File: config.mk
export PLATFORM = sky130hd
export DESIGN_NAME = utf8_decode_latin1_filter
export DESIGN_NICKNAME = d
export VERILOG_FILES = /design/src/sv/u8l1_pkg.sv /design/src/sv/u8l1_decode.sv /design/src/sv/u8l1_outq.sv /design/src/sv/utf8_decode_latin1_filter.sv
export VERILOG_INCLUDE_DIRS = /design/src /design/src/sv
export SDC_FILE = /design/constraint.sdc
export NUM_CORES = 1
export LEC_CHECK = 0
export ABC_CLOCK_PERIOD_IN_PS = 2660
export BUFFER_PORTS_ARGS = -buffer_cell sky130_fd_sc_hd__buf_2
export CAP_MARGIN = 20
export CORE_ASPECT_RATIO = 0.7
export CORE_MARGIN = 8
export CORE_UTILIZATION = 57
export CTS_BUF_LIST = sky130_fd_sc_hd__clkbuf_2 sky130_fd_sc_hd__clkbuf_4 sky130_fd_sc_hd__clkbuf_8
export DETAILED_ROUTE_END_ITERATION = 12
export HOLD_SLACK_MARGIN = 0.05
export PLACE_DENSITY_LB_ADDON = 0.2
export SKIP_CTS_REPAIR_TIMING = 1
export SLEW_MARGIN = 20
export SYNTH_ARGS = -nofsm -noshare
export SYNTH_HDL_FRONTEND = slang
export SYNTH_SLANG_ARGS = --single-unit
File: constraint.sdc
create_clock -name clk -period 2.66 [get_ports clk]
set_input_delay 0.798 -clock clk [delete_from_list [all_inputs] [get_ports clk]]
set_output_delay 0.798 -clock clk [all_outputs]
set_load 0.02 [all_outputs]
File: src/sv/utf8_decode_latin1_filter_assert.svh
// Assertion macros for the UTF-8 decoder with Latin-1 filter.
// Used by the top level; needs signals named clk and arst_n in scope.
`ifndef UTF8_DECODE_LATIN1_FILTER_ASSERT_SVH
`define UTF8_DECODE_LATIN1_FILTER_ASSERT_SVH
`ifndef SYNTHESIS
// Checked property, quiet while reset is asserted.
`define U8L1_ASSERT(lbl, prop, msg) \
	lbl: assert property (@(posedge clk) disable iff (!arst_n) prop) else $error(msg);
// Checked property that must hold even during reset.
`define U8L1_ASSERT_ALWAYS(lbl, prop, msg) \
	lbl: assert property (@(posedge clk) prop) else $error(msg);
`else
`define U8L1_ASSERT(lbl, prop, msg)
`define U8L1_ASSERT_ALWAYS(lbl, prop, msg)
`endif
`endif

File: src/sv/u8l1_pkg.sv
// Shared types, constants and decode functions for the UTF-8 decoder.
// No dependencies; used by u8l1_decode, u8l1_outq and the top level.
package u8l1_pkg;

	localparam int CP_W        = 21;
	localparam int MAX_RESULTS = 2;
	// Result queue depth; must be a power of two for pointer wrap.
	localparam int QDEPTH      = 4;
	localparam int QPTR_W      = $clog2(QDEPTH);
	localparam int QLVL_W      = $clog2(QDEPTH + 1);

	localparam logic [7:0]      FALLBACK_RESET = 8'h3F;
	localparam logic [CP_W-1:0] CP_MAX         = 21'h10FFFF;
	localparam logic [CP_W-1:0] SURR_LO        = 21'h00D800;
	localparam logic [CP_W-1:0] SURR_HI        = 21'h00DFFF;
	localparam logic [CP_W-1:0] MIN_3BYTE      = 21'h000800;
	localparam logic [CP_W-1:0] MIN_4BYTE      = 21'h010000;
	localparam logic [7:0]      ASCII_LO       = 8'h20;
	localparam logic [7:0]      ASCII_HI       = 8'h7E;
	localparam logic [7:0]      LATIN_LO       = 8'hA0;
	localparam logic [7:0]      NEWLINE        = 8'h0A;

	// Continuation byte counts of the sequence kinds.
	localparam logic [1:0] EXTRA_2BYTE = 2'd1;
	localparam logic [1:0] EXTRA_3BYTE = 2'd2;
	localparam logic [1:0] EXTRA_4BYTE = 2'd3;

	// One result transaction.
	typedef struct packed {
		logic [7:0] cp;
		logic       sub;
		logic       last;
	} res_t;

	// Decoder sequence state, visible for checking.
	typedef struct packed {
		logic [1:0] pend;
		logic [1:0] extra;
	} dstat_t;

	// Result queue status.
	typedef struct packed {
		logic [QLVL_W-1:0] level;
		logic              room;
	} qstat_t;

	// Outcome of treating a byte as a lead byte.
	typedef struct packed {
		logic            emit;
		res_t            res;
		logic            opens;
		logic [CP_W-1:0] bits;
		logic [1:0]      extra;
	} lead_t;

	function automatic res_t fallback_res(input logic [7:0] fb);
		res_t r;
		r.cp   = fb;
		r.sub  = 1'b1;
		r.last = 1'b0;
		return r;
	endfunction

	// Newline, printable ASCII and the upper Latin-1 half pass through.
	function automatic res_t checked_res(input logic [CP_W-1:0] cp, input logic [7:0] fb);
		res_t r;
		logic kept;
		kept = (cp[CP_W-1:8] == '0) &&
			((cp[7:0] >= ASCII_LO && cp[7:0] <= ASCII_HI) ||
			 (cp[7:0] >= LATIN_LO) || (cp[7:0] == NEWLINE));
		if (kept) begin
			r.cp   = cp[7:0];
			r.sub  = 1'b0;
			r.last = 1'b0;
		end else begin
			r = fallback_res(fb);
		end
		return r;
	endfunction

	function automatic lead_t take_lead(input logic [7:0] b, input logic [7:0] fb);
		lead_t l;
		l.emit  = 1'b0;
		l.res   = fallback_res(fb);
		l.opens = 1'b0;
		l.bits  = '0;
		l.extra = 2'd0;
		if (b[7] == 1'b0) begin
			l.emit = 1'b1;
			l.res  = checked_res({13'd0, b}, fb);
		end else if (b[7:5] == 3'b110) begin
			// 0xC0 and 0xC1 could only give overlong two-byte forms.
			if (b[4:1] == 4'd0) begin
				l.emit = 1'b1;
			end else begin
				l.opens = 1'b1;
				l.bits  = {16'd0, b[4:0]};
				l.extra = EXTRA_2BYTE;
			end
		end else if (b[7:4] == 4'b1110) begin
			l.opens = 1'b1;
			l.bits  = {17'd0, b[3:0]};
			l.extra = EXTRA_3BYTE;
		end else if (b[7:3] == 5'b11110) begin
			l.opens = 1'b1;
			l.bits  = {18'd0, b[2:0]};
			l.extra = EXTRA_4BYTE;
		end else begin
			// Stray continuation byte or a lead of 0xF8 and above.
			l.emit = 1'b1;
		end
		return l;
	endfunction

	// Validate a completed sequence and filter its code point.
	function automatic res_t finish_res(input logic [CP_W-1:0] cp, input logic [1:0] extra,
		input logic [7:0] fb);
		logic bad;
		bad = (extra == EXTRA_3BYTE && cp < MIN_3BYTE) ||
			(extra == EXTRA_4BYTE && cp < MIN_4BYTE) ||
			(cp > CP_MAX) || (cp >= SURR_LO && cp <= SURR_HI);
		return bad ? fallback_res(fb) : checked_res(cp, fb);
	endfunction

endpackage

File: src/sv/u8l1_decode.sv
// Sequence state and single-pass decode logic for one byte transaction.
// Depends on u8l1_pkg.
module u8l1_decode (
	input  logic                clk,
	input  logic                arst_n,
	input  logic                fire,
	input  logic                kind,
	input  logic [7:0]          data_byte,
	input  logic [7:0]          fallback,
	output logic [1:0]          push_n,
	output u8l1_pkg::res_t      res0,
	output u8l1_pkg::res_t      res1,
	output u8l1_pkg::dstat_t    dstat
);
	import u8l1_pkg::*;

	logic [1:0]      pend_q, extra_q;
	logic [CP_W-1:0] acc_q;
	logic [1:0]      pend_d, extra_d;
	logic [CP_W-1:0] acc_d;
	logic [CP_W-1:0] acc_shift;
	lead_t           lead;

	assign acc_shift = {acc_q[CP_W-7:0], data_byte[5:0]};
	assign lead      = take_lead(data_byte, fallback);

	// Decode the held byte against the open sequence.
	always_comb begin
		push_n  = 2'd0;
		res0    = fallback_res(fallback);
		res1    = fallback_res(fallback);
		pend_d  = pend_q;
		extra_d = extra_q;
		acc_d   = acc_q;
		if (kind) begin
			// End of text flushes an open sequence.
			if (pend_q != 2'd0) begin
				push_n  = 2'd1;
				pend_d  = 2'd0;
				extra_d = 2'd0;
				acc_d   = '0;
			end
		end else if (pend_q != 2'd0) begin
			if (data_byte[7:6] == 2'b10) begin
				acc_d  = acc_shift;
				pend_d = pend_q - 2'd1;
				if (pend_q == 2'd1) begin
					push_n  = 2'd1;
					res0    = finish_res(acc_shift, extra_q, fallback);
					extra_d = 2'd0;
					acc_d   = '0;
				end
			end else begin
				// Broken sequence: fallback, then decode the byte as a lead.
				push_n  = 2'd1;
				pend_d  = 2'd0;
				extra_d = 2'd0;
				acc_d   = '0;
				if (lead.emit) begin
					push_n = 2'd2;
					res1   = lead.res;
				end
				if (lead.opens) begin
					pend_d  = lead.extra;
					extra_d = lead.extra;
					acc_d   = lead.bits;
				end
			end
		end else begin
			if (lead.emit) begin
				push_n = 2'd1;
				res0   = lead.res;
			end
			if (lead.opens) begin
				pend_d  = lead.extra;
				extra_d = lead.extra;
				acc_d   = lead.bits;
			end
		end
		// Mark the final result of this transaction.
		res0.last = (push_n == 2'd1);
		res1.last = (push_n == 2'd2);
	end

	// Sequence state advances only when the held byte is consumed.
	always_ff @(posedge clk or negedge arst_n) begin
		if (!arst_n) begin
			pend_q  <= 2'd0;
			extra_q <= 2'd0;
			acc_q   <= '0;
		end else if (fire) begin
			pend_q  <= pend_d;
			extra_q <= extra_d;
			acc_q   <= acc_d;
		end
	end

	assign dstat.pend  = pend_q;
	assign dstat.extra = extra_q;

endmodule

File: src/sv/u8l1_outq.sv
// Small result queue: takes up to two results per cycle, gives one.
// Depends on u8l1_pkg.
module u8l1_outq (
	input  logic             clk,
	input  logic             arst_n,
	input  logic [1:0]       push_n,
	input  u8l1_pkg::res_t   res0,
	input  u8l1_pkg::res_t   res1,
	input  logic             pop,
	output logic             out_valid,
	output u8l1_pkg::res_t   head,
	output u8l1_pkg::qstat_t qstat
);
	import u8l1_pkg::*;

	res_t              entry_q [QDEPTH];
	logic [QPTR_W-1:0] wptr_q, rptr_q;
	logic [QLVL_W-1:0] level_q;

	// Entries hold payload only and need no reset.
	always_ff @(posedge clk) begin
		if (push_n != 2'd0) begin
			entry_q[wptr_q] <= res0;
		end
		if (push_n == 2'd2) begin
			entry_q[wptr_q + QPTR_W'(1)] <= res1;
		end
	end

	// Pointers and fill level.
	always_ff @(posedge clk or negedge arst_n) begin
		if (!arst_n) begin
			wptr_q  <= '0;
			rptr_q  <= '0;
			level_q <= '0;
		end else begin
			wptr_q  <= wptr_q + QPTR_W'(push_n);
			rptr_q  <= rptr_q + QPTR_W'(pop);
			level_q <= level_q + QLVL_W'(push_n) - QLVL_W'(pop);
		end
	end

	assign out_valid   = (level_q != '0);
	assign head        = entry_q[rptr_q];
	assign qstat.level = level_q;
	// Room is judged on the registered level so the stall paths stay apart.
	assign qstat.room  = (level_q <= QLVL_W'(QDEPTH - MAX_RESULTS));

endmodule

File: src/sv/utf8_decode_latin1_filter.sv
// Top level of the UTF-8 decoder with Latin-1 filter.
// Depends on u8l1_pkg, u8l1_decode, u8l1_outq and the assertion header.
//
//   channel  signals                         direction
//   in       in_valid/in_stall, kind, data_byte    sink
//   out      out_valid/out_stall, code_point,
//            substituted, last                     source
//   cfg      cfg_we, cfg_wdata                     sink
//
// A byte is registered on acceptance in the input register, decoded from there
// once the queue has room, and its results are written into a four-entry result
// queue; the first result is valid at the output once it is in the queue.
// One byte per cycle is taken while the queue has room; a byte giving two results
// costs the queue an extra slot, so input stalls once it holds more than two results.
// Reset clears the sequence state, the queue and sets the fallback code to 0x3F.
`include "utf8_decode_latin1_filter_assert.svh"
module utf8_decode_latin1_filter (
	input  logic       clk,
	input  logic       arst_n,
	input  logic       cfg_we,
	input  logic [7:0] cfg_wdata,
	input  logic       in_valid,
	output logic       in_stall,
	input  logic       kind,
	input  logic [7:0] data_byte,
	output logic       out_valid,
	input  logic       out_stall,
	output logic [7:0] code_point,
	output logic       substituted,
	output logic       last
);
	import u8l1_pkg::*;

	logic [7:0] fallback_code_q;
	logic       valid_s1;
	logic       kind_s1;
	logic [7:0] byte_s1;
	logic       fire_s1;
	logic [1:0] push_n;
	res_t       res0, res1, head;
	dstat_t     dstat;
	qstat_t     qstat;

	// Fallback code register.
	always_ff @(posedge clk or negedge arst_n) begin
		if (!arst_n) begin
			fallback_code_q <= FALLBACK_RESET;
		end else if (cfg_we) begin
			fallback_code_q <= cfg_wdata;
		end
	end

	// Input register stage.
	assign fire_s1  = valid_s1 && qstat.room;
	assign in_stall = valid_s1 && !qstat.room;

	always_ff @(posedge clk or negedge arst_n) begin
		if (!arst_n) begin
			valid_s1 <= 1'b0;
		end else if (!in_stall) begin
			valid_s1 <= in_valid;
		end
	end

	always_ff @(posedge clk) begin
		if (in_valid && !in_stall) begin
			kind_s1 <= kind;
			byte_s1 <= data_byte;
		end
	end

	u8l1_decode u_decode (
		.clk       (clk),
		.arst_n    (arst_n),
		.fire      (fire_s1),
		.kind      (kind_s1),
		.data_byte (byte_s1),
		.fallback  (fallback_code_q),
		.push_n    (push_n),
		.res0      (res0),
		.res1      (res1),
		.dstat     (dstat)
	);

	u8l1_outq u_outq (
		.clk       (clk),
		.arst_n    (arst_n),
		.push_n    (fire_s1 ? push_n : 2'd0),
		.res0      (res0),
		.res1      (res1),
		.pop       (out_valid && !out_stall),
		.out_valid (out_valid),
		.head      (head),
		.qstat     (qstat)
	);

	assign code_point  = head.cp;
	assign substituted = head.sub;
	assign last        = head.last;

	// The queue never holds more results than it has entries.
	`U8L1_ASSERT(a_level_bound, qstat.level <= QLVL_W'(QDEPTH), "result queue overfilled")
	// A consumed byte always finds room for both of its results.
	`U8L1_ASSERT(a_push_fits, fire_s1 |-> (qstat.level <= QLVL_W'(QDEPTH - MAX_RESULTS)), "push without room")
	// Bytes still expected never exceed the length of the open sequence.
	`U8L1_ASSERT(a_seq_state, dstat.pend <= dstat.extra, "sequence counters disagree")

endmodule

==> results.yml <==
sta:
  max_freq_mhz: 377
  finalSetupViolCount: 0
  slew_viol_final: 0
  layout_setup_ws_ns: 0.00720
  rsz0062_at_grt: "yes"
  layout_min_cycle_time_ns: 2.65
  tns_ns: 0
  fin_skew_ns: 0.0138
  fin_crit_sh: 0.997
  hold_violations: 0
  slew_headroom: 0.505
  worst_pin_slew_ns: 0.742
global_route:
  antenna_found_initial: 0
  grt_max_degree: 35
  grt_pass1_wl_microns: 19200
  grt.overflow.total: 0
  grt_pass1_vias: 3584
  gr-usage-all-layers: 0.210
floorplan:
  die_h_microns: 92.4
  coreArea_sq_um: 8270
  die_area_sq_um: 11600
  initial_core_util: 0.575
  die_w_microns: 125
  num_rows: 28
  io_pins: 34
clock_network:
  cts.sinks: 83
  cts_tree: "built"
  cts_max_level: 3
  worstSkewPairLatency_ns: 0.36
  cts_buffer_depth: 2
  numCtsBuffers: 9
  cts-root-buf: "clkbuf_8"
  cts.clk_slew.worst_paths_ns: 0.09
synth:
  synth-simple-area-share: 0.170
  async_flop_share: 0.410
  synthXorXnorAreaFrac: 0.00921
  synth-seq-cells: 83
  seq_area_frac_synth: 0.490
  synth-compound-area-share: 0.176
  synth_edf_count: 49
  synth_ff_type: "edfxtp_1"
  syn_nets: 468
  synth_adder_area_share: 0.0226
  synthMuxAreaShare: 0.0729
  ys_types: 69
  synthCells: 438
  netlist_area_sq_um: 4760
  synth_top_family_by_area: "compound AO/OA/AOI/OAI gates"
  ys_warn_count: 0
  avgSynthCellArea_sq_um: 10.9
detailed_routing:
  via_per_inst: 6.40
  drtAntennaViolNets: 0
  drt_iter0_markers: 501
  wl_per_cell_microns: 20.3
  wl_microns: 12000
  firstDrtPassIters: 5
  vias: 3776
  drc_errors: 0
power:
  power_switching_uw: 2290
  swShare: 0.401
  p_int_uw: 3420
  p_comb_frac: 0.456
  p_leak_uw: 0.00201
  irDropWorstVdd_v: 0.000533
  clkPwrFrac: 0.194
  power_frac_seq: 0.350
  p_per_area_nw_per_um2: 1060
hold_path:
  hold_path.class: "in -> async"
critical_path:
  crit_path_end_kind: "flop"
  crit_path_cell_trace: "nor4_4 > a211oi_4 > or4_4 > nand3_2 > ha_1 > inv_1 > ha_1 > inv_1 > fa_2 > xor2_1 > xnor2_1"
  cpPeakStageDelay_ns: 0.44
  cpMaxStageDelayCell: "edfxtp_1"
  path_class: "reg -> reg"
  crit_fanout: 3
  worstPathRequired_ns: 2.91
  r2r_start: "byte_s1[1]"
  worstPathArrival_ns: 2.91
  startpoint_type: "flop"
  setup.worst_path.start: "byte_s1[1]"
finish:
  nNetsFinal: 510
  area_growth_pct: 13.5
  drive_gt1_frac: 0.258
  most-common-layout-cells: "edfxtp_1 (49), nand2_1 (45), nand3_1 (33), buf_2 (33), buf_4 (33)"
  diodes: 0
  final_common_cell: "edfxtp_1"
place:
  portBuffers: 33
  dp_slack_ns: -0.00592
  dp_hpwl_microns: 8970
  gp_congestion: 0.983
run_status:
  run_status: "finished clean"
job:
  drv_cap: 0
-- final cells by class --
type | count | area [sq um]
Sequential cell | 83 | 2330
Fill cell | 637 | 2870
Multi-Input combinational cell | 293 | 2180
Timing Repair Buffer | 66 | 413
Clock buffer | 10 | 131
Tap cell | 105 | 131
Clock inverter | 6 | 113
Inverter | 27 | 101
-- cell usage after synthesis, types with 4 or more instances --
library cell | n | share of area
ha_1 | 7 | 0.018
o21ai_0 | 13 | 0.014
nand3_1 | 34 | 0.036
and3_1 | 4 | 0.0053
mux4_2 | 10 | 0.047
nor3_1 | 4 | 0.0042
a21oi_1 | 12 | 0.013
o41ai_1 | 4 | 0.0074
buf_2 | 16 | 0.017
inv_1 | 27 | 0.021
edfxtp_1 | 49 | 0.31
o22ai_1 | 6 | 0.0079
nor4_1 | 5 | 0.0066
o211ai_1 | 10 | 0.016
a32oi_1 | 5 | 0.0092
a311oi_1 | 5 | 0.0092
dfrtp_1 | 28 | 0.15
mux2i_1 | 11 | 0.023
nand2_1 | 45 | 0.036
nor2_1 | 23 | 0.018
dfstp_2 | 6 | 0.033
clkbuf_1 | 11 | 0.0087
buf_4 | 4 | 0.0063
o21ai_1 | 9 | 0.0095
nor2b_1 | 5 | 0.0066
o221ai_1 | 15 | 0.028
-- through the flow --
| step | hold slack (ns) | instances | utilization | cell area, sq um | power (uW) |
|---|---|---|---|---|---|
| 3_3_place_gp | 0.465 | 573 | 0.621 | 5140 | 4500 |
| 2_1_floorplan | 0.449 | 438 | - | 4780 | 3770 |
| 5_1_grt | 0.515 | 590 | 0.653 | 5400 | 6030 |
| 6_report | 0.487 | 590 | 0.653 | 5400 | 5710 |
| 3_5_place_dp | 0.478 | 573 | 0.621 | 5140 | 4570 |
| 4_1_cts | 0.496 | 589 | 0.651 | 5380 | 5670 |
-- worst paths after layout --
check | endpoint | slack [ns] | depth (start not counted)
max | u_outq.level_q[2] | 0.007 | 11
min | fallback_code_q[6] | 0.49 | 1
max reg2reg | u_outq.level_q[2] | 0.007 | 11
min reg2reg | u_decode.acc_q[13] | 0.49 | 2
max in group asynchronous | u_decode.acc_q[13] | 1.69 | 1
min in group clk | u_decode.acc_q[13] | 0.49 | 2
-- flip-flops by register name, summed over array words and instances (netlist names) --
name,count
fallback_code_q,8
u_outq.entry_q,40
u_decode.acc_q,15
u_decode.extra_q,1
u_outq.level_q,3
kind_s1,1
byte_s1,8
valid_s1,1
u_outq.rptr_q,2
u_decode.pend_q,2
u_outq.wptr_q,2
-- power groups by stage --
| stage | clock network (uW) | logic (uW) | registers, uW |
|---|---|---|---|
| floorplan | 0 | 1870 | 1900 |
| global placement | 0 | 2490 | 2010 |
| detailed placement | 0 | 2550 | 2010 |
| CTS | 1120 | 2570 | 1990 |
| global route | 1170 | 2840 | 2020 |
| finish | 1110 | 2600 | 2000 |
-- worst max-delay path: cells and delay by family (launching register included) --
| family | cells | cell delay, ns |
|---|---|---|
| and+or+nand+nor | 3 | 0.90 |
| adders and majority gates | 3 | 0.70 |
| DFF | 1 | 0.44 |
| xor gates and xnor gates | 2 | 0.27 |
| AOI/OAI and AO/OA | 1 | 0.12 |
| buffers and inverters | 2 | 0.11 |
-- per-layer routing --
| metal | track usage | share of wire |
|---|---|---|
| met1 | 0.298 | 0.46 |
| met2 | 0.301 | 0.41 |
| met3 | 0.0706 | 0.11 |
| met4 | 0.0585 | 0.017 |
| met5 | 0 | 0 |
-- cell families after synthesis --
| group | count (synthesis) |
|---|---|
| AOI/OAI and AO/OA | 109 |
| xor gates and xnor gates | 5 |
| adders and majority gates | 8 |
| buffers and inverters | 62 |
| DFF | 83 |
| muxes | 22 |
| and+or+nand+nor | 149 |
(Power assumes the default switching activity.)
